### src/design/idll_ram.sv
// ----------------------------------------------------------------------------
// idll_ram
// Generic single-write, single-read RAM with a registered read port.
// ----------------------------------------------------------------------------
module idll_ram #(
  parameter int WIDTH = 8,
  parameter int DEPTH = 16
) (
  input  logic                     clk,
  input  logic                     we,
  input  logic [$clog2(DEPTH)-1:0] waddr,
  input  logic [WIDTH-1:0]         wdata,
  input  logic [$clog2(DEPTH)-1:0] raddr,
  output logic [WIDTH-1:0]         rdata
);

  logic [WIDTH-1:0] mem [DEPTH];
  logic [WIDTH-1:0] rdata_r;

  always_ff @(posedge clk) begin
    if (we) begin
      mem[waddr] <= wdata;
    end
    rdata_r <= mem[raddr];
  end

  assign rdata = rdata_r;

endmodule

### config.mk
export PLATFORM = sky130hd
export DESIGN_NAME = idll_ram
export DESIGN_NICKNAME = d
export VERILOG_FILES = /design/src/design/idll_ram.sv
export SDC_FILE = /design/constraint.sdc
export NUM_CORES = 1
export LEC_CHECK = 0
export BUFFER_PORTS_ARGS = -buffer_cell sky130_fd_sc_hd__buf_2
export CAP_MARGIN = 10
export CORE_ASPECT_RATIO = 1.5
export CORE_MARGIN = 2
export CORE_UTILIZATION = 40
export DETAILED_ROUTE_END_ITERATION = 8
export PLACE_DENSITY = 0.6
export SYNTH_ARGS = -nofsm -noshare
export SYNTH_HDL_FRONTEND = slang
export SYNTH_SLANG_ARGS = --single-unit
### constraint.sdc
create_clock -name clk -period 2.8 [get_ports clk]
set_clock_uncertainty 0.15 [all_clocks]
set_input_delay 0.56 -clock clk [delete_from_list [all_inputs] [get_ports clk]]
set_output_delay 0.56 -clock clk [all_outputs]
set_load 0.01 [all_outputs]
==> impl_metrics.ini, run 1 <==
[placed_design]
io_buffers = 25
gp_congestion = 0.754
hpwl_mm = 6.61
pre_cts_ws_ns = 0.473
place_area_sq_mm = 0.00556

[clocking]
cts_setup_buffers = 0
cts_resized = 0
cts-root-buf = clkbuf_16
clock_path_buffers = 2
path_clk_slew_ns = 0.06
cts_tree = built
ctsHoldBuffers = 0
clkSinkCount = 136
htreeDepth = 4
numCtsBuffers = 17
clock_latency_ns = 0.41

[floorplan]
design.core.area_sq_mm = 0.0125
pin_count = 26
row_count = 50
die_w_um = 96.6
dieHeight_um = 143
initial_core_util = 0.411
dieArea_sq_mm = 0.0138

[global_routing]
grt_pass1_wl_mm = 15.9
grt_pass1_vias = 2549
antenna_found_initial = 0
grt_max_degree = 33
gr-total-overflow = 0
grt_usage = 0.160

[pwr]
ir_drop_mv = 0.422
power_mw = 4.73
p_leak_nw = 2.10
power_density_mw_per_mm2 = 767

[routing]
drt_iter0_drc = 222
detail-route-antenna-nets = 0
wl_mm = 10.2
vias = 2434
wire_per_inst_um = 22.4
vias_per_cell = 5.37
drt_pass1_iterations = 4
route.detailed.drc = 0

[timing]
setup_viol = 0
fmax_ghz = 0.528
fin_crit_sh = 0.677
hold_viol = 0
worst_slack_ns = 0.904
worst_slew_pin_slew_ns = 0.754
fin_crit_ns = 1.90
relSlewSlack = 0.497
rsz0062_at_grt = no
finalMaxSlewViolations = 0
timing.setup.tns_ns = 0

[synth]
yosys_warnings = 0
seq_area_frac_synth = 0.778
syn_area_per_cell_sq_um = 22.5
synth_cell_types = 19
synth_seq_cells = 136
syn_nets = 247
synthTopCellsByArea = edfxtp_1, mux4_2, mux4_1
synth_area_leader_cell = edfxtp_1
syn_inst = 229
synthesis.area_sq_mm = 0.00515
synth.top_cell.area_share = 0.747

[critical_path]
end_kind = flip-flop
rrSetupSlack_ns = 1.29
critPathSlowestCell = nor2_1
path_class = in -> reg
crit_end = mem[1][6]
path_cells = buf_2 > or3b_2 > nor2_1
reg2reg_depth = 3
start_kind = input pin
cp_slowest_stage_delay_ns = 0.59
startpoint = waddr[2]
r2r_end = rdata[0]
cp_max_fo = 8
worstPathRequired_ns = 2.68
critPathArrivalTime_ns = 1.78
worstReg2RegStart = mem[6][0]

[cells_and_area]
nets = 302
fill_cells = 1017
areaGrowthSynthToFinish_pct = 19.8
drive_above_1_share = 0.327
final_util = 0.493
antenna_cells = 0
post-route-cell-area_sq_mm = 0.00617

[outcome]
status = finished clean

[min_path]
worstHoldStart = wdata[5]
hp-class = in -> reg

[run]
max_cap_violations = 0
## how the worst min path moves through the flow
stage	endpoint	slack, ns	cells past startpoint
floorplan	rdata[0]	0.48	3
global placement	rdata[3]	0.52	3
detailed placement	rdata[0]	0.53	3
CTS	mem[4][0]	0.38	1
global route	mem[5][3]	0.40	1
finish	mem[7][5]	0.40	1
## flip-flops by register name, summed over array words and instances, names as in the netlist
| signal | cells |
|---|---|
| mem | 128 |
| rdata | 8 |
## worst max-delay path, delay by kind of cell
kind	cells	cell delay, ns
simple gates	2	1.10
buf+inv	1	0.12
## layout by cell type (no fill, tap or decap)
| master | n |
|---|---|
| mux4_2 | 18 |
| nand2b_1 | 2 |
| dfxtp_1 | 8 |
| buf_12 | 2 |
| inv_6 | 2 |
| edfxtp_1 | 128 |
| nor3_1 | 4 |
| and2b_1 | 1 |
| bufinv_16 | 3 |
| mux4_1 | 14 |
| clkinvlp_4 | 5 |
| or3b_2 | 1 |
| nor2b_1 | 1 |
| buf_4 | 19 |
| nand3_1 | 1 |
| a22oi_1 | 16 |
| clkbuf_16 | 17 |
| and2_1 | 1 |
| clkinv_2 | 3 |
| buf_2 | 25 |
| nand2_1 | 9 |
| nor2_1 | 13 |
| clkinv_4 | 2 |
| nand3b_1 | 2 |
## area by class of cell
class,count,area (sq um),area share
Multi-Input combinational cell,83,1060,0.171
Clock buffer,17,425,0.0690
Sequential cell,136,4000,0.649
Clock inverter,15,178,0.0288
Tap cell,156,195,0.0316
Timing Repair Buffer,46,308,0.0499
## Yosys cell counts, drive strengths merged
library cell     n
a22oi           16
and2             1
and2b            1
buf              7
clkdlybuf4s25    3
dfxtp            8
edfxtp         128
mux4            32
nand2            9
nand2b           2
nand3            1
nand3b           2
nor2            13
nor2b            1
nor3             4
or3b             1
## cell families after synthesis
logic type	after synthesis	synth area share
AOI/OAI and AO/OA	16	0.0233
buffers and inverters	10	0.0168
DFF	136	0.778
muxes	32	0.150
and+or+nand+nor	35	0.0318
## power by group
group          internal (mW)  switching (mW)
Combinational         0.0915           0.124
Sequential              2.28          0.0136
Clock                   1.40           0.827
## metal layers
| layer | up-vias | share of wire | GRT usage |
|---|---|---|---|
| met5 | - | 0 | 0 |
| met4 | 0 | 0.018 | 0.0556 |
| met3 | 12 | 0.041 | 0.0396 |
| met2 | 65 | 0.53 | 0.274 |
| met1 | 1278 | 0.41 | 0.200 |
| li1 | 1079 | - | - |
## per-stage QoR
step | cells | hold WS, ns
5_1_grt | 453 | 0.396
3_3_place_gp | 421 | 0.516
2_1_floorplan | 229 | 0.479
4_1_cts | 453 | 0.381
3_5_place_dp | 421 | 0.528
6_report | 453 | 0.396
Note: power is estimated with default switching activity, not from simulation.
==> run 2, diff against run 1 <==
==> constraint.sdc (replaced) <==
create_clock -name clk -period 2 [get_ports clk]
set_clock_uncertainty 0.15 [all_clocks]
set_input_delay 0.4 -clock clk [delete_from_list [all_inputs] [get_ports clk]]
set_output_delay 0.4 -clock clk [all_outputs]
set_load 0.01 [all_outputs]
==> impl_metrics.ini, run 2 (synthesis results as in run 1) <==
[global_routing]
gr-total-overflow = 0
grt_pass1_wl_mm = 15.6
antenna_found_initial = 0
grt_pass1_vias = 2574
grt_max_degree = 20
grt_usage = 0.158

[cells_and_area]
seqCellArea_sq_mm = 0.00400
multiInputGateArea_sq_mm = 0.00106
nets = 306
fill_cells = 1020
areaGrowthSynthToFinish_pct = 21.5
top_register = mem
mostFrequentLayoutCells = edfxtp_1, buf_2, buf_4
antenna_cells = 0
final_common_cell = edfxtp_1
drive_above_1_share = 0.329
largest_reg_flops = 128

[floorplan]
pin_count = 26
row_count = 50
initial_core_util = 0.411
design.core.area_sq_mm = 0.0125
dieHeight_um = 143
dieArea_sq_mm = 0.0138
die_w_um = 96.6

[clocking]
cts-root-buf = clkbuf_16
clock_latency_ns = 0.41
numCtsBuffers = 17
clkSinkCount = 136
cts_setup_buffers = 0
htreeDepth = 4
path_clk_slew_ns = 0.06
cts_resized = 0
cts_tree = built
clock_path_buffers = 2
ctsHoldBuffers = 0

[pwr]
ir_drop_mv = 0.669
power_density_mw_per_mm2 = 1100
p_leak_nw = 2.14
power_mw = 6.90

[critical_path]
worstPathRequired_ns = 2.14
start_kind = input pin
path_class = in -> reg
critPathArrivalTime_ns = 1.71
cp_max_fo = 11
end_kind = flip-flop

[timing]
setup_viol = 0
fin_crit_sh = 0.783
finalMaxSlewViolations = 0
fmax_ghz = 0.638
fin_crit_ns = 1.57
relSlewSlack = 0.470
hold_viol = 0
rsz0062_at_grt = no
timing.setup.tns_ns = 0
worst_slew_pin_slew_ns = 0.792

[min_path]
hp-class = in -> reg

[routing]
vias = 2428
detail-route-antenna-nets = 0
route.detailed.drc = 0
vias_per_cell = 5.31
wl_mm = 10.2
drt_iter0_drc = 129
drt_pass1_iterations = 4
wire_per_inst_um = 22.2

[outcome]
status = finished clean

[placed_design]
gp_congestion = 0.752
hpwl_mm = 7.00
io_buffers = 25

[run]
max_cap_violations = 0
run 2: changes by cell type in the layout (fill, tap and decap cells not counted), sizes merged:
| cell | change |
|---|---|
| bufinv | +2 |
| clkinvlp | -2 |
| clkbuf | +4 |
| clkinv | -3 |
| buf | +4 |
| inv | -1 |
run 2: final timing paths:
| check | startpoint | endpoint | slack, ns | depth (start not counted) |
|---|---|---|---|---|
| min | wdata[6] | mem[6][6] | 0.23 | 1 |
| min reg2reg | mem[12][6] | rdata[6] | 0.53 | 3 |
| max reg2reg | mem[1][5] | rdata[5] | 0.50 | 3 |
| max | raddr[0] | rdata[5] | 0.43 | 5 |
run 2: cell type report:
type	count	share of cell area
multi-input combinational	83	0.170
sequential	136	0.640
tap	156	0.0312
clock inverter	11	0.0310
timing repair buffer	50	0.0540
clock buffer	21	0.0736
run 2: stage by stage:
stage / setup WS [ns] / hold slack (ns) / area (sq um) / util / cells
2_1_floorplan: 0.184 / 0.349 / 5150 / - / 229
3_3_place_gp: 0.0189 / 0.495 / 5600 / 0.448 / 425
3_5_place_dp: 0.00480 / 0.524 / 5600 / 0.448 / 425
4_1_cts: 0.442 / 0.216 / 6250 / 0.500 / 457
5_1_grt: 0.354 / 0.241 / 6250 / 0.500 / 457
6_report: 0.433 / 0.228 / 6250 / 0.500 / 457
run 2: power by group:
part           switching [mW]  internal (mW)
logic                   0.171          0.132
clock network            1.11           2.28
registers              0.0208           3.19
run 2: layer usage:
metal | routed length (um) | part of all wire | global-route usage
met3 | 406 | 0.040 | 0.0387
met5 | 0 | 0 | 0
met4 | 181 | 0.018 | 0.0697
met2 | 5580 | 0.55 | 0.276
met1 | 3980 | 0.39 | 0.185
run 2: worst max-delay path, cell delays in order:
cell	delay (ns)
buf_2	0.11
buf_4	0.24
mux4_1	0.60
a22oi_1	0.25
nand2_1	0.09
